`src/rvm_pkg.sv`:
```
// shared types, constants and helpers of the rotation vector to matrix block
// no dependencies
package rvm_pkg;

  localparam int IN_W          = 24;
  localparam int OUT_W         = 24;
  localparam int LIMIT_W       = 21;
  localparam int LEN_W         = 24;
  localparam int RAD_W         = 2 * LEN_W;
  localparam int SQRT_STEPS    = LEN_W;
  localparam int DIV_BITS      = 31;
  localparam int CORD_W        = 34;
  localparam int DEF_CORDIC_STAGES = 24;
  localparam int DEF_FRAC_BITS     = 22;

  localparam logic [LIMIT_W-1:0] LIMIT_RESET = 21'd1;

  // angle, cordic gain and unit constants in Q.30
  localparam logic [34:0] TWO_PI_Q30   = 35'd6746518852;
  localparam logic [34:0] FOUR_PI_Q30  = 35'd13493037704;
  localparam logic signed [34:0] PI_Q30      = 35'sd3373259426;
  localparam logic signed [34:0] HALF_PI_Q30 = 35'sd1686629713;
  localparam logic signed [CORD_W-1:0] CORDIC_GAIN_Q30 = 34'sd652032874;
  localparam logic signed [34:0] Q30_ONE = 35'sd1073741824;

  typedef struct packed {
    logic signed [IN_W-1:0] axis_x;
    logic signed [IN_W-1:0] axis_y;
    logic signed [IN_W-1:0] axis_z;
  } rvm_in_t;

  typedef struct packed {
    logic signed [OUT_W-1:0] m00;
    logic signed [OUT_W-1:0] m01;
    logic signed [OUT_W-1:0] m02;
    logic signed [OUT_W-1:0] m10;
    logic signed [OUT_W-1:0] m11;
    logic signed [OUT_W-1:0] m12;
    logic signed [OUT_W-1:0] m20;
    logic signed [OUT_W-1:0] m21;
    logic signed [OUT_W-1:0] m22;
    logic                    was_identity;
  } rvm_out_t;

  // square root recurrence state
  typedef struct packed {
    logic [RAD_W-1:0] rad;
    logic [LEN_W+1:0] rem;
    logic [LEN_W-1:0] root;
  } sqrt_t;

  // three divider lanes sharing one divisor
  typedef struct packed {
    logic [2:0][LEN_W:0]      rem;
    logic [2:0][DIV_BITS-1:0] quo;
    logic [LEN_W-1:0]         len;
  } div_t;

  typedef struct packed {
    logic signed [CORD_W-1:0] x;
    logic signed [CORD_W-1:0] y;
    logic signed [CORD_W-1:0] z;
  } cordic_t;

  // truncated atan(2^-i) in Q.30
  function automatic logic [29:0] atan_q30(input int idx);
    logic [29:0] v;
    case (idx)
      0:  v = 30'd843314856;
      1:  v = 30'd497837829;
      2:  v = 30'd263043836;
      3:  v = 30'd133525158;
      4:  v = 30'd67021686;
      5:  v = 30'd33543515;
      6:  v = 30'd16775850;
      7:  v = 30'd8388437;
      8:  v = 30'd4194282;
      9:  v = 30'd2097149;
      10: v = 30'd1048575;
      11: v = 30'd524287;
      12: v = 30'd262143;
      13: v = 30'd131071;
      14: v = 30'd65535;
      15: v = 30'd32767;
      16: v = 30'd16383;
      17: v = 30'd8191;
      18: v = 30'd4095;
      19: v = 30'd2047;
      20: v = 30'd1023;
      21: v = 30'd511;
      22: v = 30'd255;
      23: v = 30'd127;
      24: v = 30'd63;
      25: v = 30'd31;
      26: v = 30'd15;
      27: v = 30'd7;
      28: v = 30'd3;
      29: v = 30'd1;
      default: v = 30'd0;
    endcase
    return v;
  endfunction

  // Q.30 product with floor shift
  function automatic logic signed [39:0] mulq(input logic signed [39:0] a,
                                              input logic signed [39:0] b);
    logic signed [79:0] ae;
    logic signed [79:0] be;
    logic signed [79:0] p;
    ae = a;
    be = b;
    p  = ae * be;
    return p[69:30];
  endfunction

endpackage

```
`src/rvm_sqrt_cell.sv`:
```
// one step of the pipelined integer square root, two radicand bits per cell
// depends on rvm_pkg
module rvm_sqrt_cell #(
  parameter int SIDE_W = 72
) (
  input  logic                clk_i,
  input  logic                rst_ni,
  input  logic                en_i,
  input  logic                valid_i,
  input  rvm_pkg::sqrt_t      st_i,
  input  logic [SIDE_W-1:0]   side_i,
  output logic                valid_o,
  output rvm_pkg::sqrt_t      st_o,
  output logic [SIDE_W-1:0]   side_o
);
  import rvm_pkg::*;

  logic [LEN_W+3:0] rem_sh;
  logic [LEN_W+3:0] trial;
  logic [LEN_W+3:0] diff;
  sqrt_t            st_d;
  sqrt_t            st_q;
  logic             valid_q;
  logic [SIDE_W-1:0] side_q;

  // trial subtract of 4*root+1
  always_comb begin
    rem_sh = {st_i.rem, st_i.rad[RAD_W-1 -: 2]};
    trial  = {2'b00, st_i.root, 2'b01};
    diff   = rem_sh - trial;
    st_d.rad = {st_i.rad[RAD_W-3:0], 2'b00};
    if (rem_sh >= trial) begin
      st_d.rem  = diff[LEN_W+1:0];
      st_d.root = {st_i.root[LEN_W-2:0], 1'b1};
    end else begin
      st_d.rem  = rem_sh[LEN_W+1:0];
      st_d.root = {st_i.root[LEN_W-2:0], 1'b0};
    end
  end

  always_ff @(posedge clk_i or negedge rst_ni) begin
    if (!rst_ni) begin
      valid_q <= 1'b0;
    end else if (en_i) begin
      valid_q <= valid_i;
    end
  end

  always_ff @(posedge clk_i) begin
    if (en_i) begin
      st_q   <= st_d;
      side_q <= side_i;
    end
  end

  assign valid_o = valid_q;
  assign st_o    = st_q;
  assign side_o  = side_q;

endmodule

```
`config.mk`:
```
export PLATFORM = sky130hd
export DESIGN_NAME = rvm_sqrt_cell
export DESIGN_NICKNAME = d
export VERILOG_FILES = /design/src/rvm_pkg.sv /design/src/rvm_sqrt_cell.sv
export SDC_FILE = /design/constraint.sdc
export NUM_CORES = 1
export LEC_CHECK = 0
export BUFFER_PORTS_ARGS = -buffer_cell sky130_fd_sc_hd__buf_2
export CORE_AREA = 2 2 132 134
export CTS_BUF_LIST = sky130_fd_sc_hd__clkbuf_4 sky130_fd_sc_hd__clkbuf_8
export CTS_CLUSTER_SIZE = 8
export DETAILED_ROUTE_END_ITERATION = 7
export DIE_AREA = 0 0 134 136
export GPL_TIMING_DRIVEN = 0
export PLACE_DENSITY_LB_ADDON = 0.12
export SLEW_MARGIN = 25
export SYNTH_ARGS = -nofsm -noshare
export SYNTH_HDL_FRONTEND = slang
export SYNTH_SLANG_ARGS = --single-unit
```
`constraint.sdc`:
```
create_clock -name clk_i -period 1.1 [get_ports clk_i]
set_clock_uncertainty 0.2 [all_clocks]
set_input_delay 0.165 -clock clk_i [delete_from_list [all_inputs] [get_ports clk_i]]
set_output_delay 0.165 -clock clk_i [all_outputs]
set_load 0.02 [all_outputs]
```
==> results.cfg <==
[status]
outcome = finished, violations left
failed_checks = negative hold slack, negative setup slack

[yosys]
yosysUniqueCellTypes = 56
synth_seq_cells = 169
netlist_area_um2 = 7056
synthArstFlopShare_pct = 0.5917
ys.flop_type = edfxtp_1
yosys_warnings = 0
synth_area_per_cell_um2 = 16.04
synth_edf_count = 168
ys_seq_area_share_pct = 71.86
synthTopCellsByCount = edfxtp_1, inv_1, ha_1
synth_top_area_share_pct = 71.50
yosysMostFrequentCell = edfxtp_1
synthTopCellsByArea = edfxtp_1, ha_1, mux2_4
syn_inst = 440
synth_top_area_cell = edfxtp_1

[sta]
finalCritPeriodShare_pct = 217.8
slew_violations = 0
tns_ns = -82.08
maxClockFrequency_ghz = 0.4174
rsz0062_at_grt = yes
hold_slack_ns = -0.1143
worst_slack_ns = -1.296
finalSetupViolations = 196
hold_viol = 71
fin_crit_ns = 2.396

[flow_run]
maxCapViolations = 0

[setup_path]
crit_fanout = 5
cp.arrival_ns = 2.42
r2r_end = valid_o
cp.required_ns = 1.12
cp-end-kind = flop
worst_r2r_path_depth = 1
critPathKind = in -> reg
reg2reg_slack_ns = 0.13
r2r_start = valid_o
worstSetupStartpointType = input port

[global_routing]
grt_pass1_vias = 6159
overflow = 0
antenna_found_initial = 3
grtUsageTotal_pct = 24.48
grt_pass1_wl_mm = 33.40
grt_max_degree = 74

[clocking]
clock-sinks = 169
path_clk_slew_ns = 0.09
cts-hold-fix-buffers = 169
cts_buffer_depth = 2
cts_buffers = 17
root_buffer = clkbuf_8
htreeDepth = 4
clkLatencyLatePin_ns = 0.47
cts_tree = done

[floorplanning]
row_count = 48
chipWidth_um = 134
die_h_um = 136
ios = 345
start_util_pct = 41.81
core_um2 = 16880
dieArea_um2 = 18220

[min_path]
min_delay_worst_endpoint = st_o[2]
whs_path_depth = 1
hold_path_class = in -> reg
min_from = en_i

[power_and_ir_drop]
p_sw_share_pct = 28.86
power_frac_seq_pct = 45.9
p_int_mw = 12.53
finalPower_mw = 17.62
p_comb_share_pct = 27.7
pwr-share-clk_pct = 26.4
p_switching_mw = 5.085
leakagePower_nw = 5.572
vdd_drop_max_v = 0.0007217
pwr_density_cell_nw_per_um2 = 1369

[route]
vias = 6162
drc_errors = 0
routed_wl_mm = 24.83
dr.pass1.iters = 5
first_iter_violations = 308
routedWlPerCell_um = 19.97
drtAntennaViolNets = 0
vias_per_cell = 4.957

[place]
port_buffers = 342
placed_area_um2 = 9268
hpwl_mm = 14.57
gp_routability_congestion = 0.8452

[finish]
fill_cells = 998
fin_nets = 1202
fin_area_um2 = 12870
drive_gt1_share_pct = 48.28
areaGrowthSynthToFinish_pct = 82.43
==> layer usage <==
| metal | global-route usage (%) | up-vias | share of wire (%) |
|---|---|---|---|
| met1 | 26.87 | 3000 | 36 |
| met5 | 0 | - | 0 |
| li1 | - | 2793 | - |
| met3 | 6.935 | 76 | 7.5 |
| met2 | 43.56 | 293 | 52 |
| met4 | 12.17 | 0 | 4.4 |
==> per-stage QoR <==
stage	util (%)	hold WS, ns	worst slack [ns]	instances
after floorplan	-	-0.3306	-1.711	441
after global placement	54.69	-0.2580	-2.444	1008
after detailed placement	54.92	-0.2582	-2.216	1009
after CTS	71.59	-0.09823	-1.377	1230
after global routing	76.25	-0.1037	-1.368	1242
final	76.27	-0.1143	-1.296	1243
==> critical path, stage by stage <==
cell,delay (ns)
buf_2,0.12
inv_1,0.12
ha_4,0.17
nor2b_4,0.04
o31a_4,0.30
a2111oi_4,0.37
o31ai_4,0.13
a211oi_2,0.24
or2_4,0.20
clkinv_8,0.09
buf_12,0.15
mux2_4,0.29
==> kinds of logic (layout without fill, tap and decap cells) <==
logic type,Yosys count,after routing,share of synthesized area (%)
compound gates,85,85,8.494
xor+xnor,20,20,2.483
fa+ha+maj,26,26,4.611
buf+inv,48,622,3.032
flops,169,169,71.86
mux,25,25,4.788
other cells,1,5,0.05315
simple gates,66,66,4.682
==> how the worst max path moves through the flow <==
stage,from,end,slack [ns],depth (start not counted)
2_1_floorplan,st_i[11],st_o[29],-1.71,11
3_3_place_gp,en_i,valid_o,-2.44,2
3_5_place_dp,st_i[7],st_o[30],-2.22,12
4_1_cts,st_i[0],st_o[46],-1.38,12
5_1_grt,st_i[2],st_o[40],-1.37,12
6_report,st_i[97],st_o[40],-1.30,12
==> cells in the final DEF, fill, tap and decap left out, drive strengths merged, types with 4 or more instances in the layout <==
cell | Yosys | layout
mux2 | 22 | 22
xnor2 | 11 | 11
ha | 26 | 26
or3 | 4 | 4
clkbuf | 3 | 20
a21oi | 24 | 24
nor3 | 5 | 5
nand4 | 4 | 4
dlygate4sd3 | 0 | 169
nand2 | 17 | 17
nor2 | 19 | 19
xor2 | 9 | 9
a21o | 13 | 13
buf | 5 | 379
a211oi | 4 | 4
inv | 40 | 46
nand3 | 5 | 5
edfxtp | 168 | 168
o21ai | 15 | 15
==> timing repair <==
action,4_1_cts,5_1_grt
setup buffers,17,14
endpoints found under the hold margin,239,71
endpoints found under the setup margin,294,196
gates resized for setup,148,225
gates cloned,3,0
pin swaps,11,14
==> layout make-up <==
type,count,area [um^2],area share [%]
diodes,3,7.507,0.05833
plain buffers,6,70.07,0.5444
clock buffers,19,249.0,1.934
clock inverters,13,157.7,1.225
inverters,40,185.2,1.439
multi-input cells,224,2101,16.32
flip-flops and latches,169,5070,39.39
well taps,225,281.5,2.187
repair buffers,544,4750,36.90
==> sequential cells by signal, summed over array words and instances (netlist names) <==
register  count
valid_o       1
side_o       72
st_o         96
==> power by group through the flow <==
stage          combinational (mW)  clock, mW  sequential, mW
2_1_floorplan                1.20          0            8.87
3_3_place_gp                 3.27          0            8.07
3_5_place_dp                 3.32          0            8.06
4_1_cts                      4.27       4.68            7.97
5_1_grt                      5.14       4.97            8.14
6_report                     4.88       4.66            8.09
No activity file was read; power rests on OpenSTA's default activity.
