--- config.mk ---
export PLATFORM = sky130hd
export DESIGN_NAME = rvm_div_cell
export DESIGN_NICKNAME = d
export VERILOG_FILES = /design/src/rvm_pkg.sv /design/src/rvm_div_cell.sv
export SDC_FILE = /design/constraint.sdc
export NUM_CORES = 1
export LEC_CHECK = 0
export ABC_CLOCK_PERIOD_IN_PS = 850
export BUFFER_PORTS_ARGS = -buffer_cell sky130_fd_sc_hd__buf_2
export CAP_MARGIN = 20
export CORE_AREA = 2 2 182 184
export CTS_CLUSTER_SIZE = 8
export DETAILED_ROUTE_END_ITERATION = 7
export DIE_AREA = 0 0 184 186
export SKIP_CTS_REPAIR_TIMING = 1
export SYNTH_ARGS = -nofsm -noshare
export SYNTH_HDL_FRONTEND = slang
export SYNTH_SLANG_ARGS = --single-unit
--- constraint.sdc ---
create_clock -name clk_i -period 0.85 [get_ports clk_i]
set_input_delay 0 -clock clk_i [delete_from_list [all_inputs] [get_ports clk_i]]
set_output_delay 0 -clock clk_i [all_outputs]
set_load 0.05 [all_outputs]
--- src/rvm_pkg.sv ---
// shared types, constants and helpers of the rotation vector to matrix block
// no dependencies
package rvm_pkg;

  localparam int IN_W          = 24;
  localparam int OUT_W         = 24;
  localparam int LIMIT_W       = 21;
  localparam int LEN_W         = 24;
  localparam int RAD_W         = 2 * LEN_W;
  localparam int SQRT_STEPS    = LEN_W;
  localparam int DIV_BITS      = 31;
  localparam int CORD_W        = 34;
  localparam int DEF_CORDIC_STAGES = 24;
  localparam int DEF_FRAC_BITS     = 22;

  localparam logic [LIMIT_W-1:0] LIMIT_RESET = 21'd1;

  // angle, cordic gain and unit constants in Q.30
  localparam logic [34:0] TWO_PI_Q30   = 35'd6746518852;
  localparam logic [34:0] FOUR_PI_Q30  = 35'd13493037704;
  localparam logic signed [34:0] PI_Q30      = 35'sd3373259426;
  localparam logic signed [34:0] HALF_PI_Q30 = 35'sd1686629713;
  localparam logic signed [CORD_W-1:0] CORDIC_GAIN_Q30 = 34'sd652032874;
  localparam logic signed [34:0] Q30_ONE = 35'sd1073741824;

  typedef struct packed {
    logic signed [IN_W-1:0] axis_x;
    logic signed [IN_W-1:0] axis_y;
    logic signed [IN_W-1:0] axis_z;
  } rvm_in_t;

  typedef struct packed {
    logic signed [OUT_W-1:0] m00;
    logic signed [OUT_W-1:0] m01;
    logic signed [OUT_W-1:0] m02;
    logic signed [OUT_W-1:0] m10;
    logic signed [OUT_W-1:0] m11;
    logic signed [OUT_W-1:0] m12;
    logic signed [OUT_W-1:0] m20;
    logic signed [OUT_W-1:0] m21;
    logic signed [OUT_W-1:0] m22;
    logic                    was_identity;
  } rvm_out_t;

  // square root recurrence state
  typedef struct packed {
    logic [RAD_W-1:0] rad;
    logic [LEN_W+1:0] rem;
    logic [LEN_W-1:0] root;
  } sqrt_t;

  // three divider lanes sharing one divisor
  typedef struct packed {
    logic [2:0][LEN_W:0]      rem;
    logic [2:0][DIV_BITS-1:0] quo;
    logic [LEN_W-1:0]         len;
  } div_t;

  typedef struct packed {
    logic signed [CORD_W-1:0] x;
    logic signed [CORD_W-1:0] y;
    logic signed [CORD_W-1:0] z;
  } cordic_t;

  // truncated atan(2^-i) in Q.30
  function automatic logic [29:0] atan_q30(input int idx);
    logic [29:0] v;
    case (idx)
      0:  v = 30'd843314856;
      1:  v = 30'd497837829;
      2:  v = 30'd263043836;
      3:  v = 30'd133525158;
      4:  v = 30'd67021686;
      5:  v = 30'd33543515;
      6:  v = 30'd16775850;
      7:  v = 30'd8388437;
      8:  v = 30'd4194282;
      9:  v = 30'd2097149;
      10: v = 30'd1048575;
      11: v = 30'd524287;
      12: v = 30'd262143;
      13: v = 30'd131071;
      14: v = 30'd65535;
      15: v = 30'd32767;
      16: v = 30'd16383;
      17: v = 30'd8191;
      18: v = 30'd4095;
      19: v = 30'd2047;
      20: v = 30'd1023;
      21: v = 30'd511;
      22: v = 30'd255;
      23: v = 30'd127;
      24: v = 30'd63;
      25: v = 30'd31;
      26: v = 30'd15;
      27: v = 30'd7;
      28: v = 30'd3;
      29: v = 30'd1;
      default: v = 30'd0;
    endcase
    return v;
  endfunction

  // Q.30 product with floor shift
  function automatic logic signed [39:0] mulq(input logic signed [39:0] a,
                                              input logic signed [39:0] b);
    logic signed [79:0] ae;
    logic signed [79:0] be;
    logic signed [79:0] p;
    ae = a;
    be = b;
    p  = ae * be;
    return p[69:30];
  endfunction

endpackage

--- src/rvm_div_cell.sv ---
// one quotient bit of the three-lane restoring divider
// depends on rvm_pkg
module rvm_div_cell #(
  parameter int SIDE_W = 37
) (
  input  logic                clk_i,
  input  logic                rst_ni,
  input  logic                en_i,
  input  logic                valid_i,
  input  rvm_pkg::div_t       st_i,
  input  logic [SIDE_W-1:0]   side_i,
  output logic                valid_o,
  output rvm_pkg::div_t       st_o,
  output logic [SIDE_W-1:0]   side_o
);
  import rvm_pkg::*;

  div_t              st_d;
  div_t              st_q;
  logic              valid_q;
  logic [SIDE_W-1:0] side_q;
  logic [LEN_W:0]    r_n [3];
  logic              qb  [3];

  // compare, subtract, shift in a zero
  always_comb begin
    st_d.len = st_i.len;
    for (int l = 0; l < 3; l++) begin
      qb[l]  = st_i.rem[l] >= {1'b0, st_i.len};
      r_n[l] = qb[l] ? (st_i.rem[l] - {1'b0, st_i.len}) : st_i.rem[l];
      st_d.rem[l] = {r_n[l][LEN_W-1:0], 1'b0};
      st_d.quo[l] = {st_i.quo[l][DIV_BITS-2:0], qb[l]};
    end
  end

  always_ff @(posedge clk_i or negedge rst_ni) begin
    if (!rst_ni) begin
      valid_q <= 1'b0;
    end else if (en_i) begin
      valid_q <= valid_i;
    end
  end

  always_ff @(posedge clk_i) begin
    if (en_i) begin
      st_q   <= st_d;
      side_q <= side_i;
    end
  end

  assign valid_o = valid_q;
  assign st_o    = st_q;
  assign side_o  = side_q;

endmodule

==> flow_summary_export.csv, run 1 <==
group,metric,value,unit
run_status,outcome,"complete, but fails checks",
run_status,violations,"hold timing, setup timing",
clock_tree,tritoncts,"done",
drt,wl_per_cell,20.5,um
drt,drt-pass1-iter-count,5,
placed_design,place_area,16500,um2
global_route,grt_pass1_wl,56000,um
synth,synth.most_common_cell,"edfxtp_1",
synth,synth_seq_area_share,58.9,%
critical_path,crit_slowest_cell,"a311o_1",
global_route,grt_max_degree,43,
critical_path,path_max_fanout,11,
layout,drive_gt1_share,50.5,%
drt,viasPerCell,4.89,
layout,final_area,21900,um2
synth,synthTopCellsByCount,"226 x edfxtp_1, 72 x ha_1, 59 x a21oi_1",
synth,yosysWarningCount,0,
synth,ys_seq_elements,227,
synth,synth_top_flop_cell,"edfxtp_1",
clock_tree,path_clk_slew,50,ps
critical_path,max_stage_delay,290,ps
pwr,peakVddDrop,1.25,mV
clock_tree,cts-buffers-inserted,34,
critical_path,path_common_cell,"buf_6",
drt,drtAntennaViolNets,0,
sta,fin_crit,2130,ps
floorplan,initial_utilization,35.9,%
synth,yosys.area.top_type,"edfxtp_1",
critical_path,required,1110,ps
pwr,leakagePower,9.68,nW
layout,n_fill_cell,2301,
critical_path,worstPathBufferInverterCount,5,
synth,synth_area,11600,um2
floorplan,placementRows,66,
synth,synth_cell_types,69,
placed_design,gp_congestion,0.920,
floorplan,die_w,184,um
placed_design,post-place-cells,1968,
critical_path,crit_path_end_kind,"register",
critical_path,critical_path_class,"in -> reg",
global_route,grtUsageTotal,21.8,%
synth,synth_top_cell_area_share,58.7,%
layout,final_util,67.9,%
sta,fin_ws,-1280,ps
drt,drt_iter0_drc,485,
synth,synth_edf_count,226,
clock_tree,cts.sinks,227,
run,cap_violations,0,
sta,hold_violations,2,
placed_design,port_buffers,456,
layout,fin_cells,2264,
sta,skew,0,ps
drt,drc,0,
floorplan,die_h,186,um
critical_path,critPathLaunchType,"primary input",
sta,maxSlewHeadroom,59.7,%
layout,layout.nets,2154,
sta,final_max_slew_viol_count,0,
synth,async_reset_ff_share,0.441,%
sta,rsz0062_at_grt,"yes",
floorplan,die_area,34200,um2
critical_path,path_cells,"buf_8 -> clkinvlp_4 -> buf_6 -> buf_6 -> ha_4 -> a21o_1 -> a311o_1 -> or2_4 -> o21ai_4 -> o31ai_4 -> a211oi_4 -> nor2_4 -> buf_12 -> mux2_4",
clock_tree,cts_buffer_depth,3,
sta,finalCritPeriodShare,251,%
sta,fin_tns_setup,-144590,ps
global_route,grt_pass1_vias,9951,
drt,wirelength,46300,um
hold_path,hold_path.class,"in -> reg",
clock_tree,cts_root_buf,"clkbuf_16",
pwr,pwr_density_cell,1910,nW/um2
sta,fmax,469,MHz
synth,avgSynthCellArea,13.6,um2
clock_tree,htreeDepth,2,
critical_path,worstPathArrival,2390,ps
floorplan,ioPinCount,463,
clock_tree,clk_latency,500,ps
sta,setup_viol,320,
floorplan,core_area,32200,um2
synth,synthTopCellsByArea,"edfxtp_1 59%, ha_1 7.8%, mux2_2 4.5%, xnor2_1 3.0%, a21oi_1 2.6%",
sta,worstMarginPinSlew,599,ps
critical_path,critPathTopFamily,"compound AO/OA/AOI/OAI gates",
global_route,overflow,0,
placed_design,dp_hpwl,31700,um
synth,netlist_instances,851,
global_route,antenna_found_initial,7,
drt,vias,11100,
sta,worst_hold_slack,-334,ps
layout,area_delta_synth_final,89.2,%
path summary, 6_finish.rpt:
kind | cells past startpoint | to | startpoint | slack (ps)
worst max-delay path | 14 | st_o[173] | st_i[10] | -1280
worst min-delay path | 1 | st_o[10] | st_i[10] | -330
worst max register to register | 1 | valid_o | valid_o | 70
worst min register to register | 1 | valid_o | valid_o | 540
max in group asynchronous | 3 | valid_o | rst_ni | 400
min in group asynchronous | 3 | valid_o | rst_ni | 340
state kept, by name, summed over array words and instances, names as in the netlist:
register / cells
side_o: 37
st_o: 189
valid_o: 1
cell usage in the layout (no fill, tap or decap), types with 7 or more instances in the layout:
master	Yosys	routed
mux2i_1	10	9
xor2_1	16	16
a21oi_1	59	53
o21a_1	17	17
ha_1	72	55
dlygate4sd3_1	0	227
xnor2_1	40	40
mux2_4	17	21
nor3_1	17	17
buf_2	1	223
buf_4	7	273
clkbuf_16	0	38
nor2_1	42	41
a21o_1	24	24
inv_1	44	33
nand3_1	12	12
clkbuf_1	8	7
mux2_2	46	42
nand4_1	11	11
ha_4	0	15
o21ai_0	30	25
nand2_1	34	32
buf_12	0	10
buf_6	3	237
edfxtp_1	226	226
through the flow:
| stage | worst slack (ps) | total power [mW] |
|---|---|---|
| after floorplan | -1560 | 22.1 |
| after global placement | -2010 | 26.4 |
| after detailed placement | -2020 | 26.4 |
| after CTS | -1480 | 38.8 |
| after global routing | -1370 | 43.4 |
| final | -1280 | 41.8 |
where the power goes:
part	internal (mW)	total [mW]	switching (mW)	leakage [nW]
Sequential	13.8	14.5	0.618	2.22
Combinational	6.82	15.1	8.29	7.00
Clock	7.39	12.2	4.81	0.455
cells by family (layout without fill, tap and decap cells):
kind of cell	count (synthesis)	after routing	share of synthesized area, %
DFF	227	227	58.9
adders and majority gates	75	75	8.31
muxes	73	73	7.56
other	1	4	0.0324
and+or+nand+nor	162	162	7.11
AOI/OAI and AO/OA	193	193	11.3
xor gates and xnor gates	56	56	4.24
buffers and inverters	64	1066	2.52
cell type report:
| cell class | count | area (um2) | area share (%) |
|---|---|---|---|
| well taps | 408 | 510 | 2.33 |
| inverters | 44 | 193 | 0.881 |
| clock buffers | 42 | 902 | 4.13 |
| flip-flops and latches | 227 | 6810 | 31.2 |
| diodes | 1 | 2.50 | 0.0114 |
| clock inverters | 3 | 36.3 | 0.166 |
| repair buffers | 977 | 8440 | 38.6 |
| multi-input cells | 562 | 4970 | 22.7 |
metal layers:
| layer | GRT usage (%) | share of wire [%] |
|---|---|---|
| met3 | 6.12 | 6.5 |
| met5 | 0 | 0.17 |
| met1 | 24.3 | 38 |
| met2 | 39.9 | 51 |
| met4 | 7.49 | 3.8 |
(Power assumes the default switching activity.)
==> run 2, diff against run 1 <==
SETUP_SLACK_MARGIN = 0.4   (was unset)
==> flow_summary_export.csv, run 2 (synthesis results as in run 1) <==
group,metric,value,unit
run_status,outcome,"complete, but fails checks",
run_status,violations,"hold timing, setup timing",
drt,drt_iter0_drc,464,
clock_tree,cts-buffers-inserted,34,
sta,worst_hold_slack,-264,ps
placed_design,place_ws,-2020,ps
sta,fin_crit,2160,ps
sta,worstMarginPinSlew,653,ps
placed_design,gp_congestion,0.920,
sta,rsz0062_at_grt,"yes",
clock_tree,tritoncts,"done",
floorplan,initial_utilization,35.9,%
sta,hold_violations,84,
sta,fin_ws,-1310,ps
floorplan,die_area,34200,um2
drt,drtAntennaViolNets,0,
critical_path,ff2ff_path_depth,1,
floorplan,die_h,186,um
global_route,grt_pass1_vias,9951,
drt,viasPerCell,4.92,
clock_tree,clk_latency,500,ps
clock_tree,cts_buffer_depth,3,
layout,final_common_cell,"buf_4",
critical_path,path_max_fanout,11,
global_route,grtUsageTotal,21.8,%
critical_path,critPathLaunchType,"primary input",
layout,final_util,66.4,%
drt,wl_per_cell,21.0,um
hold_path,hold_start,"valid_i",
sta,finalCritPeriodShare,254,%
layout,n_fill_cell,2327,
clock_tree,cts_root_buf,"clkbuf_16",
global_route,antenna_found_initial,7,
critical_path,r2r_setup_slack,80,ps
layout,drive_gt1_share,53.4,%
pwr,leakagePower,9.57,nW
sta,skew,0,ps
layout,final_cell_mix,"269 x buf_4, 248 x buf_6, 226 x edfxtp_1",
global_route,grt_max_degree,43,
layout,layout.nets,2083,
clock_tree,htreeDepth,2,
critical_path,r2r-end,"valid_o",
global_route,grt_pass1_wl,56000,um
sta,final_max_slew_viol_count,0,
clock_tree,path_clk_slew,50,ps
pwr,peakVddDrop,1.33,mV
pwr,pwr_density_cell,1960,nW/um2
critical_path,required,1110,ps
run,cap_violations,0,
critical_path,crit_path_end_kind,"register",
hold_path,whs_path_depth,2,
hold_path,min_to,"valid_o",
critical_path,critical_path_class,"in -> reg",
critical_path,r2r_start,"valid_o",
drt,wirelength,45900,um
drt,drc,0,
global_route,overflow,0,
layout,area_delta_synth_final,85.1,%
sta,setup_viol,302,
drt,vias,10800,
placed_design,port_buffers,456,
sta,maxSlewHeadroom,56.0,%
floorplan,core_area,32200,um2
drt,drt-pass1-iter-count,5,
floorplan,die_w,184,um
clock_tree,cts.sinks,227,
floorplan,placementRows,66,
placed_design,dp_hpwl,31700,um
critical_path,worstPathArrival,2410,ps
sta,fmax,463,MHz
floorplan,ioPinCount,463,
pwr,power,41.9,mW
hold_path,hold_path.class,"in -> reg",
layout,largest_register_ffs,189,
## run 2: cell types whose count changed in the layout (fill, tap and decap cells not counted), sizes merged
cell / previous run / this run
inv: 42 / 41
buf: 747 / 756
clkinvlp: 2 / 3
dlygate4sd3: 227 / 147
## run 2: where the power goes
group | leakage, nW | switching, mW | internal, mW
clock network | 0.455 | 4.80 | 7.39
logic | 6.89 | 8.36 | 6.88
registers | 2.22 | 0.620 | 13.8
total | 9.57 | 13.8 | 28.1
## run 2: final cells by class
type	count	area [um2]	share of cell area [%]
sequential	227	6810	31.9
antenna	1	2.50	0.0117
tap	408	510	2.39
multi-input combinational	562	5140	24.0
timing repair buffer	906	7790	36.4
inverter	44	191	0.895
clock buffer	42	902	4.22
clock inverter	3	36.3	0.170
## run 2: metrics by stage
| stage | instance area, um2 | TNS [ps] | hold WS (ps) | std cells |
|---|---|---|---|---|
| final | 21400 | -141410 | -264 | 2193 |
| after global routing | 21400 | -154160 | -267 | 2192 |
| after CTS | 17500 | -161600 | -758 | 2013 |
| after detailed placement | 16500 | -141890 | -223 | 1968 |
| after global placement | 16500 | -140610 | -224 | 1968 |
| after floorplan | 11800 | -109110 | -296 | 853 |
## run 2: worst max-delay path, cell delays in order
cell and delay (ps):
buf_8 80, clkinvlp_4 120, buf_6 140, buf_6 110
ha_4 140, a21o_1 190, a311o_1 290, or2_4 250
o21ai_4 160, o31ai_4 90, a211oi_4 280, nor2_4 100
buf_12 160, mux2_4 300
## run 2: metal layers
layer  global-route usage (%)  part of all wire, %  vias up
li1                         -                    -     5090
met1                     24.3                   37     5150
met2                     39.9                   52      430
met3                     6.12                  6.6      108
met4                     7.49                  3.8       12
met5                        0                 0.17        -
## run 2: worst max-delay path by stage
stage | from | end | slack, ps | depth (start not counted)
floorplan | st_i[118] | st_o[124] | -1560 | 11
global placement | st_i[11] | st_o[150] | -2010 | 13
detailed placement | st_i[8] | st_o[152] | -2020 | 13
CTS | st_i[11] | st_o[152] | -1480 | 13
global route | st_i[8] | st_o[158] | -1390 | 14
finish | st_i[10] | st_o[177] | -1310 | 14
==> run 3, diff against run 2 <==
PLACE_DENSITY = 0.61   (was unset)
==> flow_summary_export.csv, run 3 (synthesis results as in run 1) <==
group,metric,value,unit
run_status,outcome,"complete, but fails checks",
run_status,violations,"hold timing, setup timing",
drt,wirelength,46000,um
critical_path,worstPathArrival,2420,ps
layout,fin_cells,2188,
sta,setup_viol,302,
critical_path,r2r_start,"valid_o",
drt,wl_per_cell,21.0,um
pwr,pwr_density_cell,1970,nW/um2
drt,vias,10800,
floorplan,ioPinCount,463,
floorplan,core_area,32200,um2
pwr,p_seq_share,34.6,%
clock_tree,cts-buffers-inserted,34,
critical_path,critical_path_class,"in -> reg",
critical_path,ff2ff_path_depth,1,
layout,layout.nets,2078,
global_route,grt_pass1_vias,9807,
layout,final_area,21300,um2
layout,largest_register_ffs,189,
placed_design,place_area,16500,um2
layout,final_util,66.2,%
sta,fmax,461,MHz
placed_design,place_ws,-2010,ps
clock_tree,cts_root_buf,"clkbuf_16",
drt,drtAntennaViolNets,0,
hold_path,hold_path.class,"in -> reg",
global_route,overflow,0,
critical_path,path_max_fanout,7,
floorplan,placementRows,66,
pwr,power,41.9,mW
pwr,switching_share,32.9,%
sta,hold_violations,98,
clock_tree,cts.sinks,227,
pwr,leakagePower,9.50,nW
drt,viasPerCell,4.92,
layout,drive_gt1_share,52.9,%
global_route,grtUsageTotal,21.8,%
placed_design,post-place-cells,1963,
floorplan,die_h,186,um
clock_tree,cts_buffer_depth,3,
clock_tree,clk_latency,500,ps
placed_design,port_buffers,456,
drt,drt-pass1-iter-count,5,
global_route,grt_pass1_wl,55700,um
critical_path,crit_path_end_kind,"register",
sta,worst_hold_slack,-268,ps
drt,drc,0,
clock_tree,path_clk_slew,60,ps
critical_path,r2r_setup_slack,50,ps
sta,final_max_slew_viol_count,0,
floorplan,die_w,184,um
floorplan,initial_utilization,35.9,%
placed_design,gp_congestion,0.890,
critical_path,critPathLaunchType,"primary input",
layout,area_delta_synth_final,84.4,%
pwr,p_int,28.1,mW
critical_path,required,1100,ps
critical_path,worstSetupStartpoint,"st_i[10]",
pwr,switchingPower,13.8,mW
pwr,pwr-share-clk,29.3,%
sta,fin_tns_setup,-142760,ps
drt,drt_iter0_drc,484,
sta,fin_ws,-1320,ps
clock_tree,tritoncts,"done",
layout,final_cell_mix,"265 x buf_4, 243 x buf_6, 226 x edfxtp_1",
pwr,peakVddDrop,1.63,mV
run,cap_violations,0,
layout,final_common_cell,"buf_4",
sta,finalCritPeriodShare,255,%
sta,fin_crit,2170,ps
critical_path,endpoint,"st_o[164]",
global_route,antenna_found_initial,5,
floorplan,die_area,34200,um2
placed_design,dp_hpwl,32000,um
clock_tree,htreeDepth,2,
global_route,grt_max_degree,51,
critical_path,r2r-end,"valid_o",
pwr,pwr-share-comb,36.1,%
sta,skew,0,ps
sta,rsz0062_at_grt,"yes",
run 3: cell types whose count changed in the layout (fill, tap and decap cells not counted), sizes merged:
cell	before	now
buf	756	748
clkinv	3	2
clkbuf	45	47
diode	1	2
dlygate4sd3	147	148
run 3: worst min-delay path by stage:
stage | startpoint | end | slack [ps] | depth (start not counted)
after global placement | rst_ni | valid_o | -220 | 1
after detailed placement | rst_ni | valid_o | -220 | 1
after CTS | rst_ni | valid_o | -760 | 1
after global routing | st_i[0] | st_o[0] | -280 | 1
after floorplan | rst_ni | valid_o | -300 | 0
final | st_i[0] | st_o[0] | -270 | 1
run 3: worst max-delay path, stage by stage:
cell	delay (ps)
buf_8	80
clkinvlp_4	150
buf_6	160
ha_4	250
nand4_1	150
nor2_2	150
o31ai_2	80
buf_4	140
and2_4	170
nor4_4	190
nor4b_2	90
o21ai_2	190
buf_6	170
buf_8	150
mux2_4	300
run 3: power groups by stage:
stage,clock network [mW],logic (mW),registers [mW]
floorplan,0,3.62,18.5
global placement,0,12.1,14.3
detailed placement,0,12.2,14.3
CTS,12.5,12.2,14.1
global route,13.0,15.9,14.6
finish,12.3,15.1,14.5
run 3: area by class of cell:
| class | instances | area (um2) |
|---|---|---|
| Tap cell | 408 | 510 |
| Inverter | 44 | 191 |
| Sequential cell | 227 | 6810 |
| Fill cell | 2371 | 10900 |
| Clock buffer | 42 | 912 |
| Clock inverter | 2 | 32.5 |
| Antenna cell | 2 | 5.00 |
| Multi-Input combinational cell | 562 | 5090 |
| Timing Repair Buffer | 901 | 7760 |
run 3: metal layers:
layer  GRT usage, %  vias up  routed length [um]
li1               -     5088                   -
met2           40.1      405               23900
met3           5.79      108                2920
met5              0        -                  61
met1           24.6     5164               17400
met4           6.50        8                1770
