$ cat src/rvm_pkg.sv
// shared types, constants and helpers of the rotation vector to matrix block
// no dependencies
package rvm_pkg;

  localparam int IN_W          = 24;
  localparam int OUT_W         = 24;
  localparam int LIMIT_W       = 21;
  localparam int LEN_W         = 24;
  localparam int RAD_W         = 2 * LEN_W;
  localparam int SQRT_STEPS    = LEN_W;
  localparam int DIV_BITS      = 31;
  localparam int CORD_W        = 34;
  localparam int DEF_CORDIC_STAGES = 24;
  localparam int DEF_FRAC_BITS     = 22;

  localparam logic [LIMIT_W-1:0] LIMIT_RESET = 21'd1;

  // angle, cordic gain and unit constants in Q.30
  localparam logic [34:0] TWO_PI_Q30   = 35'd6746518852;
  localparam logic [34:0] FOUR_PI_Q30  = 35'd13493037704;
  localparam logic signed [34:0] PI_Q30      = 35'sd3373259426;
  localparam logic signed [34:0] HALF_PI_Q30 = 35'sd1686629713;
  localparam logic signed [CORD_W-1:0] CORDIC_GAIN_Q30 = 34'sd652032874;
  localparam logic signed [34:0] Q30_ONE = 35'sd1073741824;

  typedef struct packed {
    logic signed [IN_W-1:0] axis_x;
    logic signed [IN_W-1:0] axis_y;
    logic signed [IN_W-1:0] axis_z;
  } rvm_in_t;

  typedef struct packed {
    logic signed [OUT_W-1:0] m00;
    logic signed [OUT_W-1:0] m01;
    logic signed [OUT_W-1:0] m02;
    logic signed [OUT_W-1:0] m10;
    logic signed [OUT_W-1:0] m11;
    logic signed [OUT_W-1:0] m12;
    logic signed [OUT_W-1:0] m20;
    logic signed [OUT_W-1:0] m21;
    logic signed [OUT_W-1:0] m22;
    logic                    was_identity;
  } rvm_out_t;

  // square root recurrence state
  typedef struct packed {
    logic [RAD_W-1:0] rad;
    logic [LEN_W+1:0] rem;
    logic [LEN_W-1:0] root;
  } sqrt_t;

  // three divider lanes sharing one divisor
  typedef struct packed {
    logic [2:0][LEN_W:0]      rem;
    logic [2:0][DIV_BITS-1:0] quo;
    logic [LEN_W-1:0]         len;
  } div_t;

  typedef struct packed {
    logic signed [CORD_W-1:0] x;
    logic signed [CORD_W-1:0] y;
    logic signed [CORD_W-1:0] z;
  } cordic_t;

  // truncated atan(2^-i) in Q.30
  function automatic logic [29:0] atan_q30(input int idx);
    logic [29:0] v;
    case (idx)
      0:  v = 30'd843314856;
      1:  v = 30'd497837829;
      2:  v = 30'd263043836;
      3:  v = 30'd133525158;
      4:  v = 30'd67021686;
      5:  v = 30'd33543515;
      6:  v = 30'd16775850;
      7:  v = 30'd8388437;
      8:  v = 30'd4194282;
      9:  v = 30'd2097149;
      10: v = 30'd1048575;
      11: v = 30'd524287;
      12: v = 30'd262143;
      13: v = 30'd131071;
      14: v = 30'd65535;
      15: v = 30'd32767;
      16: v = 30'd16383;
      17: v = 30'd8191;
      18: v = 30'd4095;
      19: v = 30'd2047;
      20: v = 30'd1023;
      21: v = 30'd511;
      22: v = 30'd255;
      23: v = 30'd127;
      24: v = 30'd63;
      25: v = 30'd31;
      26: v = 30'd15;
      27: v = 30'd7;
      28: v = 30'd3;
      29: v = 30'd1;
      default: v = 30'd0;
    endcase
    return v;
  endfunction

  // Q.30 product with floor shift
  function automatic logic signed [39:0] mulq(input logic signed [39:0] a,
                                              input logic signed [39:0] b);
    logic signed [79:0] ae;
    logic signed [79:0] be;
    logic signed [79:0] p;
    ae = a;
    be = b;
    p  = ae * be;
    return p[69:30];
  endfunction

endpackage

$ cat src/rvm_cordic_cell.sv
// one rotation-mode cordic micro-rotation with a fixed shift
// depends on rvm_pkg
module rvm_cordic_cell #(
  parameter int IDX    = 0,
  parameter int SIDE_W = 98
) (
  input  logic                clk_i,
  input  logic                rst_ni,
  input  logic                en_i,
  input  logic                valid_i,
  input  rvm_pkg::cordic_t    st_i,
  input  logic [SIDE_W-1:0]   side_i,
  output logic                valid_o,
  output rvm_pkg::cordic_t    st_o,
  output logic [SIDE_W-1:0]   side_o
);
  import rvm_pkg::*;

  cordic_t                  st_d;
  cordic_t                  st_q;
  logic                     valid_q;
  logic [SIDE_W-1:0]        side_q;
  logic signed [CORD_W-1:0] dx;
  logic signed [CORD_W-1:0] dy;
  logic signed [CORD_W-1:0] at;

  // rotate toward zero residual angle
  always_comb begin
    dx = st_i.y >>> IDX;
    dy = st_i.x >>> IDX;
    at = CORD_W'(atan_q30(IDX));
    if (!st_i.z[CORD_W-1]) begin
      st_d.x = st_i.x - dx;
      st_d.y = st_i.y + dy;
      st_d.z = st_i.z - at;
    end else begin
      st_d.x = st_i.x + dx;
      st_d.y = st_i.y - dy;
      st_d.z = st_i.z + at;
    end
  end

  always_ff @(posedge clk_i or negedge rst_ni) begin
    if (!rst_ni) begin
      valid_q <= 1'b0;
    end else if (en_i) begin
      valid_q <= valid_i;
    end
  end

  always_ff @(posedge clk_i) begin
    if (en_i) begin
      st_q   <= st_d;
      side_q <= side_i;
    end
  end

  assign valid_o = valid_q;
  assign st_o    = st_q;
  assign side_o  = side_q;

endmodule

$ cat config.mk
export PLATFORM = sky130hd
export DESIGN_NAME = rvm_cordic_cell
export DESIGN_NICKNAME = d
export VERILOG_FILES = /design/src/rvm_pkg.sv /design/src/rvm_cordic_cell.sv
export SDC_FILE = /design/constraint.sdc
export NUM_CORES = 1
export LEC_CHECK = 0
export ABC_AREA = 1
export BUFFER_PORTS_ARGS = -buffer_cell sky130_fd_sc_hd__clkbuf_2
export CAP_MARGIN = 20
export CORE_MARGIN = 2
export CORE_UTILIZATION = 45
export DETAILED_ROUTE_END_ITERATION = 7
export PLACE_DENSITY = 0.7
export SYNTH_ARGS = -nofsm -noshare
export SYNTH_HDL_FRONTEND = slang
export SYNTH_SLANG_ARGS = --single-unit
$ cat constraint.sdc
create_clock -name clk_i -period 1.05 [get_ports clk_i]
set_clock_uncertainty 0.1 [all_clocks]
set_input_delay 0.315 -clock clk_i [delete_from_list [all_inputs] [get_ports clk_i]]
set_output_delay 0.315 -clock clk_i [all_outputs]
set_load 0.05 [all_outputs]
==> reports/metrics.cfg, run 1 <==
[floorplan]
io_pins=405
dieHeight_um=187
fp.dieW_um=187
row_count=66
initial_utilization_pct=45.9

[placed_design]
routabilityCongestion=0.993
postPlaceCellArea_sq_um=22000
io_buffers=404
dp_hpwl_um=50200

[outcome]
tool.error=[ERROR GRT-0232] Routing congestion too high. Check the congestion heatmap in the GUI.
status=stopped before the end
failing_step=global routing

[logic_synthesis]
synthArstFlopShare_pct=0.500
synth.avg_cell_area_sq_um=7.79
synth-main-ff-cell=edfxtp_1
synth_cell_type_count=45
netlist_instances=1925
syn_area_sq_um=15000
synth_nets=2261
ys_seq_area_share_pct=40.0
yosys_register_bits=200
synth-edff-count=199
synth_warnings=0

[grt]
grt_max_degree=73
gr-usage-all-layers_pct=82.9
grt.overflow.total=1253

[clock_network]
cts_buffers=17
cts_sinks=200
cts_max_level=4
cts_root_buf=clkbuf_16
ctsLongestPathBuffers=2

[timing]
worstEndpointGrtRepair=st_o[31]$_DFFE_PP_/D
worst_path_end_type=register input

## synth_stat cells (2+ instances only)
cell	count	area (sq um)
nand2_1	518	1940
inv_1	248	931
edfxtp_1	199	5980
nand3_1	183	916
nor2_1	161	604
a21oi_1	148	741
ha_1	128	1600
o21ai_0	108	541
xor2_1	47	412
nor3_1	22	110
buf_4	21	158
nand4_1	17	106
o21bai_1	13	97.6
buf_2	11	55.1
a21o_1	10	75.1
buf_6	7	78.8
nand3b_1	7	52.6
nor2_2	7	43.8
nand2_2	6	37.5
o21a_1	6	45.0
o22ai_1	6	37.5
a31oi_1	4	25.0
clkbuf_1	4	15.0
fa_1	4	80.1
inv_2	4	15.0
o21ai_1	4	20.0
o21ai_2	4	35.0
nand3_2	3	30.0
nor4_1	3	18.8
or2_2	3	18.8
a21oi_2	2	17.5
and2_1	2	12.5
nor4_2	2	25.0
o211ai_1	2	15.0
## cell families after synthesis
kind of cell,after synthesis,synth area share (%)
AO/OA/AOI/OAI,310,11.1
adder cells (fa/ha/maj),132,11.2
XOR/XNOR,48,2.80
buffers and inverters,297,8.41
flip-flops,200,40.0
AND/OR/NAND/NOR,937,26.3
multiplexers,1,0.0751
## what timing repair did
item | CTS
setup endpoints to repair | 297
hold buffers | 103
cloned | 1
pin swaps | 245
hold endpoints to repair | 103
setup buffers | 89
resized for setup | 928
## metrics by stage
stage               TNS (ps)  std cells  worst slack [ps]  utilization (%)  hold WS (ps)
detailed placement   -149450       3118             -1430             67.4         0.522
global placement     -144340       3118             -1410             67.4         -1.59
floorplan             -75570       1925             -1020                -         -80.6
CTS                  -146530       3328              -802             86.7          58.6
## layer usage
layer	global-route usage (%)	GRT overflow
met3	60.3	16
met5	21.7	0
met2	109	937
met1	77.2	27
met4	92.1	273
==> run 2, diff against run 1 <==
CORE_UTILIZATION = 30   (was 45)
PLACE_DENSITY = not set   (was 0.7)
PLACE_DENSITY_LB_ADDON = 0.15   (was not set)
==> run 2 against run 1 <==
Net effect: the flow now finishes, with violations (setup timing); area after synthesis unchanged; synthesized cell count unchanged.
==> reports/metrics.cfg, run 2 <==
[outcome]
status=finished, violations left
violations=setup timing

[timing]
fin_crit_sh_pct=177
final-hold-violation-count=0
worst-slew-pin-transition_ps=418
rsz0062_at_grt=yes
setup_violations=297
fmax_ghz=0.538
worst_slack_ps=-808
slew_viol_final=0
slew_headroom_pct=71.8
layout_min_cycle_time_ps=1860

[logic_synthesis]
synth-edff-count=199
synthArstFlopShare_pct=0.500
syn_area_sq_um=15000
ys_seq_area_share_pct=40.0
synth.avg_cell_area_sq_um=7.79
synthTopCellsByCount=nand2_1 (518), inv_1 (248), edfxtp_1 (199)
synth_warnings=0
yosys_register_bits=200
netlist_instances=1925
synth_xor_area_share_pct=2.80
synthTopCellsByArea=edfxtp_1 (40%), nand2_1 (13%), ha_1 (11%)
synth-main-ff-cell=edfxtp_1
synthSimpleGateAreaFrac_pct=26.3
synth_nets=2261
synth_fa_ha_area_share_pct=11.2
synth_top_cell_by_area=edfxtp_1
synth_top_area_share_pct=39.9
synth_mux_area_share_pct=0.0751
synth_compound_area_share_pct=11.1
synth_cell_type_count=45
synth_top_family_by_area=simple AND/OR/NAND/NOR gates
synth.most_common_cell=nand2_1

[finish]
fin_util_pct=61.5
largest_reg_flops=101
fill_cells=3995
fin_cells=3585
mostFrequentLayoutCell=buf_4
stdcell_area_sq_um=30200
nNetsFinal=3241
final_layout_size_suffix_gt1_share_pct=58.1
syn2layout_area_growth_pct=101
mostFrequentLayoutCells=buf_4 (398), nand2_1 (291), edfxtp_1 (199)

[clock_network]
path_clk_slew_ps=80
cts_root_buf=clkbuf_16
ctsLongestPathBuffers=2
cts_sinks=200
cts_max_level=4
cts_tree=yes
insertion_delay_ps=490
cts_buffers=17

[detailed_routing]
drtPass1Iterations=5
via_count=17319
viasPerCell=4.83
routed_wl_um=70500
drtIter0Drc=874
drc=0
wl_per_cell_um=19.7
postRouteAntennaNets=0

[pwr]
p_per_area_nw_per_um2=1200
peakVddDrop_mv=1.15
leakage_nw=13.6

[critical_path]
cpPeakStageDelay_ps=340
path_buf_inv=2
path_common_cell=nand2_1
crit_type=primary input to flip-flop
crit_slowest_cell=ha_4
end_kind=flip-flop
path_depth=14
cp.required_ps=1190
crit_path_start=st_i[74]
reg2reg_depth=1
regToRegEndpoint=valid_o$_DFFE_PN0P_
ff2ff_setup_slack_ps=160
worstPathMaxFanout=7
worstPathArrival_ps=2000
crit-reg2reg-launch=valid_o$_DFFE_PN0P_
crit_chain=buf_8 > ha_4 > buf_12 > nand2_8 > nor2_4 > nand3_4 > nor2_4 > nand2_2 > nand3_2 > nor2_2 > nand2_1 > nand2_1 > nand3_1 > nand2_1
start_kind=primary input
crit_family=simple AND/OR/NAND/NOR gates

[placed_design]
postPlaceCellArea_sq_um=22600
dpl.cell_count=3361
io_buffers=404
routabilityCongestion=0.910
dp_hpwl_um=52500
dp_slack_ps=-1440

[floorplan]
io_pins=405
fp.dieW_um=228
dieArea_sq_um=51800
initial_utilization_pct=30.5
dieHeight_um=228
row_count=81
core_area_sq_um=49200

[grt]
grt_pass1_vias=17848
grt_pass1_wl_um=101000
antenna_found_initial=5
gr-usage-all-layers_pct=26.1
grt_max_degree=73
grt.overflow.total=0

[min_path]
hold_path_class=primary input to asynchronous set/reset pin

[job]
drv_cap=0

-- run 2: cell counts after synthesis --
Identical to the previous run, type by type.
-- run 2: kinds of logic after synthesis --
logic type / count (synthesis)
xor+xnor: 48
mux: 1
fa+ha+maj: 132
simple gates: 937
compound gates: 310
buf+inv: 297
flops: 200
-- run 2: metal layers --
metal  GRT usage (%)  vias up  share of wire [%]
li1                -     8380                  -
met1            29.9     8270                 39
met2            47.6      551                 52
met3            4.50      116                5.3
met4            10.8        2                3.5
met5               0        -              0.021
-- run 2: how the worst max path moves through the flow --
stage | to
finish | st_o[67]$_DFFE_PP_
global route | st_o[67]$_DFFE_PP_
CTS | st_o[67]$_DFFE_PP_
detailed placement | st_o[23]$_DFFE_PP_
global placement | st_o[23]$_DFFE_PP_
floorplan | st_o[29]$_DFFE_PP_
-- run 2: per-stage QoR --
stage	total power [mW]	TNS, ps	hold slack [ps]
final	36.1	-152180	64.2
after floorplan	18.8	-75570	-80.6
after CTS	34.6	-153600	11.7
after detailed placement	24.3	-149230	-3.17
after global routing	37.6	-163740	35.5
after global placement	24.2	-148750	-7.19
-- run 2: repair_timing --
item	CTS	global route
endpoints found under the setup margin	297	296
cloned	2	1
gates resized for setup	850	459
setup buffers	55	46
hold buffers	103	0
hold endpoints to repair	103	0
pin swaps	173	168
-- run 2: area by class of cell --
| type | count | area (sq um) | share of cell area [%] |
|---|---|---|---|
| Inverter | 252 | 1130 | 3.74 |
| Tap cell | 664 | 831 | 2.75 |
| Multi-Input combinational cell | 1428 | 11900 | 39.3 |
| Timing Repair inverter | 1 | 16.3 | 0.0539 |
| Clock inverter | 15 | 198 | 0.654 |
| Clock buffer | 17 | 425 | 1.41 |
| Timing Repair Buffer | 1005 | 9740 | 32.2 |
| Antenna cell | 3 | 7.51 | 0.0249 |
| Sequential cell | 200 | 6000 | 19.9 |
-- run 2: report_power, final --
part / internal, mW / switching (mW) / leakage [nW]
logic: 8.08 / 10.5 / 11.3
registers: 9.94 / 0.648 / 1.96
clock network: 3.27 / 3.73 / 0.300
total: 21.3 / 14.9 / 13.6
No activity file was read; power rests on OpenSTA's default activity.
==> run 3, diff against run 2 <==
CELL_PAD_IN_SITES_DETAIL_PLACEMENT = 1   (was not set)
CELL_PAD_IN_SITES_GLOBAL_PLACEMENT = 2   (was not set)
==> run 3 against run 2 <==
Net effect: the flow still finishes with violations (setup timing); worst hold slack got worse by 42 ps; critical endpoint is now st_o[30]$_DFFE_PP_; clock power rose by 12%; global-route usage rose by 8.0 points; clock-buffer cell count did not move.
==> reports/metrics.cfg, run 3 (synthesis gave the netlist of run 2 again) <==
[floorplan]
dieHeight_um=228
fp.dieW_um=228
io_pins=405
initial_utilization_pct=30.5
core_area_sq_um=49200
dieArea_sq_um=51800
row_count=81

[outcome]
violations=setup timing
status=finished, violations left

[grt]
grt_pass1_vias=20243
grt_max_degree=73
antenna_found_initial=12
gr-usage-all-layers_pct=34.1
grt_pass1_wl_um=129000
grt.overflow.total=0

[critical_path]
end_kind=flip-flop
start_kind=primary input
cp.required_ps=1220
worstPathArrival_ps=2250
reg2reg_depth=1
regToRegEndpoint=valid_o$_DFFE_PN0P_
crit_type=primary input to flip-flop
worstPathMaxFanout=8
crit_path_start=st_i[33]
ff2ff_setup_slack_ps=80
crit-reg2reg-launch=valid_o$_DFFE_PN0P_

[clock_network]
cts_sinks=200
ctsLongestPathBuffers=2
cts_buffers=17
cts_tree=yes
cts_max_level=4
path_clk_slew_ps=100
insertion_delay_ps=520
cts_root_buf=clkbuf_16

[pwr]
peakVddDrop_mv=1.44
p_per_area_nw_per_um2=1280
leakage_nw=14.1

[detailed_routing]
drtPass1Iterations=5
viasPerCell=5.57
drc=0
postRouteAntennaNets=0
drtIter0Drc=1725
via_count=20144
wl_per_cell_um=31.4
routed_wl_um=113000

[timing]
final.setup.tns_ps=-178590
layout_min_cycle_time_ps=2080
final-hold-violation-count=0
slew_headroom_pct=58.6
setup_violations=297
fmax_ghz=0.480
fin_crit_sh_pct=198
slew_viol_final=0
worst-slew-pin-transition_ps=622
rsz0062_at_grt=yes
worst_slack_ps=-1030
hold_ws_ps=22.3

[finish]
final_layout_size_suffix_gt1_share_pct=62.1
largest_reg_flops=101
mostFrequentLayoutCells=buf_4 (408), nand2_1 (265), edfxtp_1 (199)
syn2layout_area_growth_pct=110
nNetsFinal=3263
mostFrequentLayoutCell=buf_4

[placed_design]
routabilityCongestion=0.883
dp_hpwl_um=61300
io_buffers=404

[min_path]
hold_path_class=primary input to asynchronous set/reset pin

[job]
drv_cap=0

[run 3: cell count changes in the layout (fill, tap and decap cells not counted), moves of 12 or more]
cell	change
clkbuf_8	-22
nand3_2	+17
a21oi_1	-14
nand2_1	-26
nand2_4	+26
inv_1	-16
a21oi_4	+21
buf_8	+14
buf_12	+12
inv_2	+14
nand3_1	-22
[run 3: how the worst max path moves through the flow]
stage / end / slack, ps
finish: st_o[30]$_DFFE_PP_ / -1030
global route: st_o[67]$_DFFE_PP_ / -1030
CTS: st_o[31]$_DFFE_PP_ / -740
detailed placement: st_o[92]$_DFFE_PP_ / -1550
global placement: st_o[98]$_DFFE_PP_ / -1500
floorplan: st_o[29]$_DFFE_PP_ / -1020
[run 3: final cells by class]
type	count	area [sq um]
antenna	12	30.0
timing repair buffer	1028	10100
inverter	252	1150
multi-input combinational	1428	12800
clock buffer	17	425
clock inverter	15	211
sequential	200	6000
fill	5210	17600
tap	664	831
[run 3: where the power goes]
group	internal (mW)	total (mW)	leakage (nW)	switching (mW)
clock	3.35	7.86	0.302	4.52
combinational	8.73	21.5	11.9	12.7
sequential	9.96	10.9	1.96	0.950
[run 3: worst max-delay path, cell delays in order]
cell	delay (ps)
buf_12	110
buf_12	150
inv_12	100
buf_12	160
ha_4	240
a21oi_2	250
o21ai_1	200
a21oi_2	210
o21ai_2	80
nor2_2	170
nand2_2	80
nand2_1	80
nand2_1	70
[run 3: through the flow]
| step | cell area [sq um] | util [%] | instances | setup WS, ps | total power [mW] |
|---|---|---|---|---|---|
| 6_report | 31500 | 64.1 | 3616 | -1030 | 40.2 |
| 5_1_grt | 31500 | 64.1 | 3613 | -1030 | 41.0 |
| 4_1_cts | 29300 | 59.6 | 3556 | -739 | 36.1 |
| 3_5_place_dp | 22800 | 46.4 | 3368 | -1550 | 25.0 |
| 3_3_place_gp | 22800 | 46.4 | 3368 | -1500 | 24.7 |
| 2_1_floorplan | 16800 | - | 1925 | -1020 | 18.8 |
[run 3: layer usage]
metal	vias up	wire [um]	share of wire, %	GRT usage [%]
li1	8420	-	-	-
met1	9934	38600	34	36.5
met2	1217	54100	48	63.3
met3	571	10300	9.1	6.00
met4	2	10300	9.1	18.7
met5	-	39	0.034	0
[run 3: what timing repair did]
action,CTS,global route
hold endpoints to repair,103,0
hold buffers,103,0
pin swaps,226,227
setup buffers,65,64
endpoints found under the setup margin,297,296
resized for setup,989,540
gates cloned,1,2
==> run 4, diff against run 3 <==
--- a/config.mk
+++ b/config.mk
@@ -13,4 +13,5 @@
 export CORE_MARGIN = 2
 export CORE_UTILIZATION = 30
+export CTS_CLUSTER_SIZE = 8
 export DETAILED_ROUTE_END_ITERATION = 7
 export PLACE_DENSITY_LB_ADDON = 0.15
--- a/constraint.sdc
+++ b/constraint.sdc
@@ -3,3 +3,3 @@
 set_input_delay 0.315 -clock clk_i [delete_from_list [all_inputs] [get_ports clk_i]]
 set_output_delay 0.315 -clock clk_i [all_outputs]
-set_load 0.05 [all_outputs]
+set_load 0.01 [all_outputs]
==> run 4 against run 3 <==
Net effect: the flow still finishes with violations (setup timing); worst hold slack improved by 35 ps; cell count shrank 0.36%; total power down 17%; worst setup slack gained 15 ps; sequential share of layout area increased by 2.1 points; utilization shrank 6.3 points; clock power fell by 2%; critical path depth fell by 4; largest power group unchanged.
==> reports/metrics.cfg, run 4 (synthesis gave the netlist of run 2 again) <==
[outcome]
status=finished, violations left
violations=setup timing

[placed_design]
io_buffers=404
routabilityCongestion=0.907
postPlaceCellArea_sq_um=22300
dp_hpwl_um=60000

[timing]
slew_viol_final=0
fin_crit_sh_pct=197
rsz0062_at_grt=yes
worst-slew-pin-transition_ps=773
setup_violations=296
worst_slack_ps=-1020
slew_headroom_pct=48.1
fmax_ghz=0.484
layout_min_cycle_time_ps=2070
final-hold-violation-count=0

[floorplan]
row_count=81
initial_utilization_pct=30.5
dieHeight_um=228
io_pins=405
core_area_sq_um=49200
dieArea_sq_um=51800
fp.dieW_um=228

[critical_path]
worstPathMaxFanout=8
crit_type=primary input to flip-flop
worstPathArrival_ps=2310
cp.required_ps=1290
cpPeakStageDelay_ps=640
crit_slowest_cell=o21ai_1
start_kind=primary input
end_kind=flip-flop
crit_path_start=st_i[33]
crit_chain=buf_16 > ha_2 > nand2_2 > o21ai_1 > a21oi_2 > nand2_4 > nand3b_1 > nand2_1 > xor2_1
crit-reg2reg-launch=valid_o$_DFFE_PN0P_

[clock_network]
cts_tree=yes
cts_max_level=4
cts_root_buf=clkbuf_16
cts_sinks=200
insertion_delay_ps=500
ctsLongestPathBuffers=2
path_clk_slew_ps=90
cts_buffers=17

[grt]
grt.overflow.total=0
gr-usage-all-layers_pct=30.5
grt_pass1_vias=19364
grt_max_degree=73
grt_pass1_wl_um=117000
antenna_found_initial=11

[finish]
final_layout_size_suffix_gt1_share_pct=57.8
mostFrequentLayoutCells=buf_4 (416), clkbuf_2 (331), nand2_1 (306)
syn2layout_area_growth_pct=89.5
fin_util_pct=57.8
stdcell_area_sq_um=28400
mostFrequentLayoutCell=buf_4
largest_reg_flops=101
nNetsFinal=3247

[detailed_routing]
drc=0
routed_wl_um=87400
drtPass1Iterations=5
drtIter0Drc=881
via_count=18299
wl_per_cell_um=24.3
viasPerCell=5.08
postRouteAntennaNets=0

[pwr]
p_per_area_nw_per_um2=1170
peakVddDrop_mv=1.13
leakage_nw=12.9

[min_path]
hold_path_class=primary input to asynchronous set/reset pin

[job]
drv_cap=0

run 4: cell types whose count changed in the layout (fill, tap and decap cells not counted), moves of 26 or more:
cell      before  now
buf_12        49   20
buf_8        132    9
clkbuf_2     169  331
clkbuf_8      70    8
nand2_1      265  306
nand2_4       88   62
nand3_1       97  131
nand3_2       70   37
run 4: layer usage:
| metal | vias to the layer above | global-route usage, % | share of wire (%) |
|---|---|---|---|
| met1 | 9058 | 32.6 | 37 |
| met5 | - | 0 | 0 |
| met2 | 645 | 57.9 | 53 |
| li1 | 8385 | - | - |
| met4 | 0 | 15.4 | 5.6 |
| met3 | 211 | 4.75 | 5.0 |
run 4: path summary, 6_finish.rpt:
kind / cells past startpoint / slack [ps] / to
setup / recovery: 9 / -1020 / st_o[32]$_DFFE_PP_
hold / removal: 2 / 60 / valid_o$_DFFE_PN0P_
setup reg to reg: 1 / 150 / valid_o$_DFFE_PN0P_
hold reg to reg: 1 / 480 / valid_o$_DFFE_PN0P_
max in group asynchronous: 2 / 680 / valid_o$_DFFE_PN0P_
min in group clk_i: 3 / 150 / st_o[34]$_DFFE_PP_
run 4: final cells by class:
type	instances	area (sq um)
antenna	15	37.5
clock buffer	17	425
clock inverter	15	230
fill	5611	20700
inverter	252	1120
multi-input combinational	1428	11900
sequential	200	6000
tap	664	831
timing repair buffer	1012	7850
run 4: what timing repair did:
| action | 4_1_cts | 5_1_grt |
|---|---|---|
| setup endpoints to repair | 297 | 296 |
| resized for setup | 469 | 454 |
| hold buffers | 103 | 0 |
| setup buffers | 67 | 55 |
| endpoints found under the hold margin | 103 | 0 |
| pin swaps | 185 | 190 |
| cloned | 0 | 0 |
run 4: power by group:
group	switching, mW	internal [mW]	total (mW)
clock	4.12	3.57	7.70
sequential	0.508	9.92	10.4
combinational	8.44	6.63	15.1
total	13.1	20.1	33.2
run 4: metrics by stage:
step	setup WS, ps	power (mW)	TNS, ps	hold WS [ps]	instances
global placement	-1500	21.5	-158170	-8.88	3360
finish	-1020	33.2	-149860	57.6	3603
CTS	-728	31.3	-143660	20.9	3544
detailed placement	-1530	21.8	-163030	-6.32	3360
floorplan	-1020	16.1	-75340	-80.6	1925
global route	-1020	34.5	-160710	49.7	3601
run 4: critical path, delay by kind of cell:
family                   cells  cell delay (ps)
XOR/XNOR                     1              170
adder cells (fa/ha/maj)      1              440
AO/OA/AOI/OAI                2              760
AND/OR/NAND/NOR              4              450
buffers and inverters        1              140
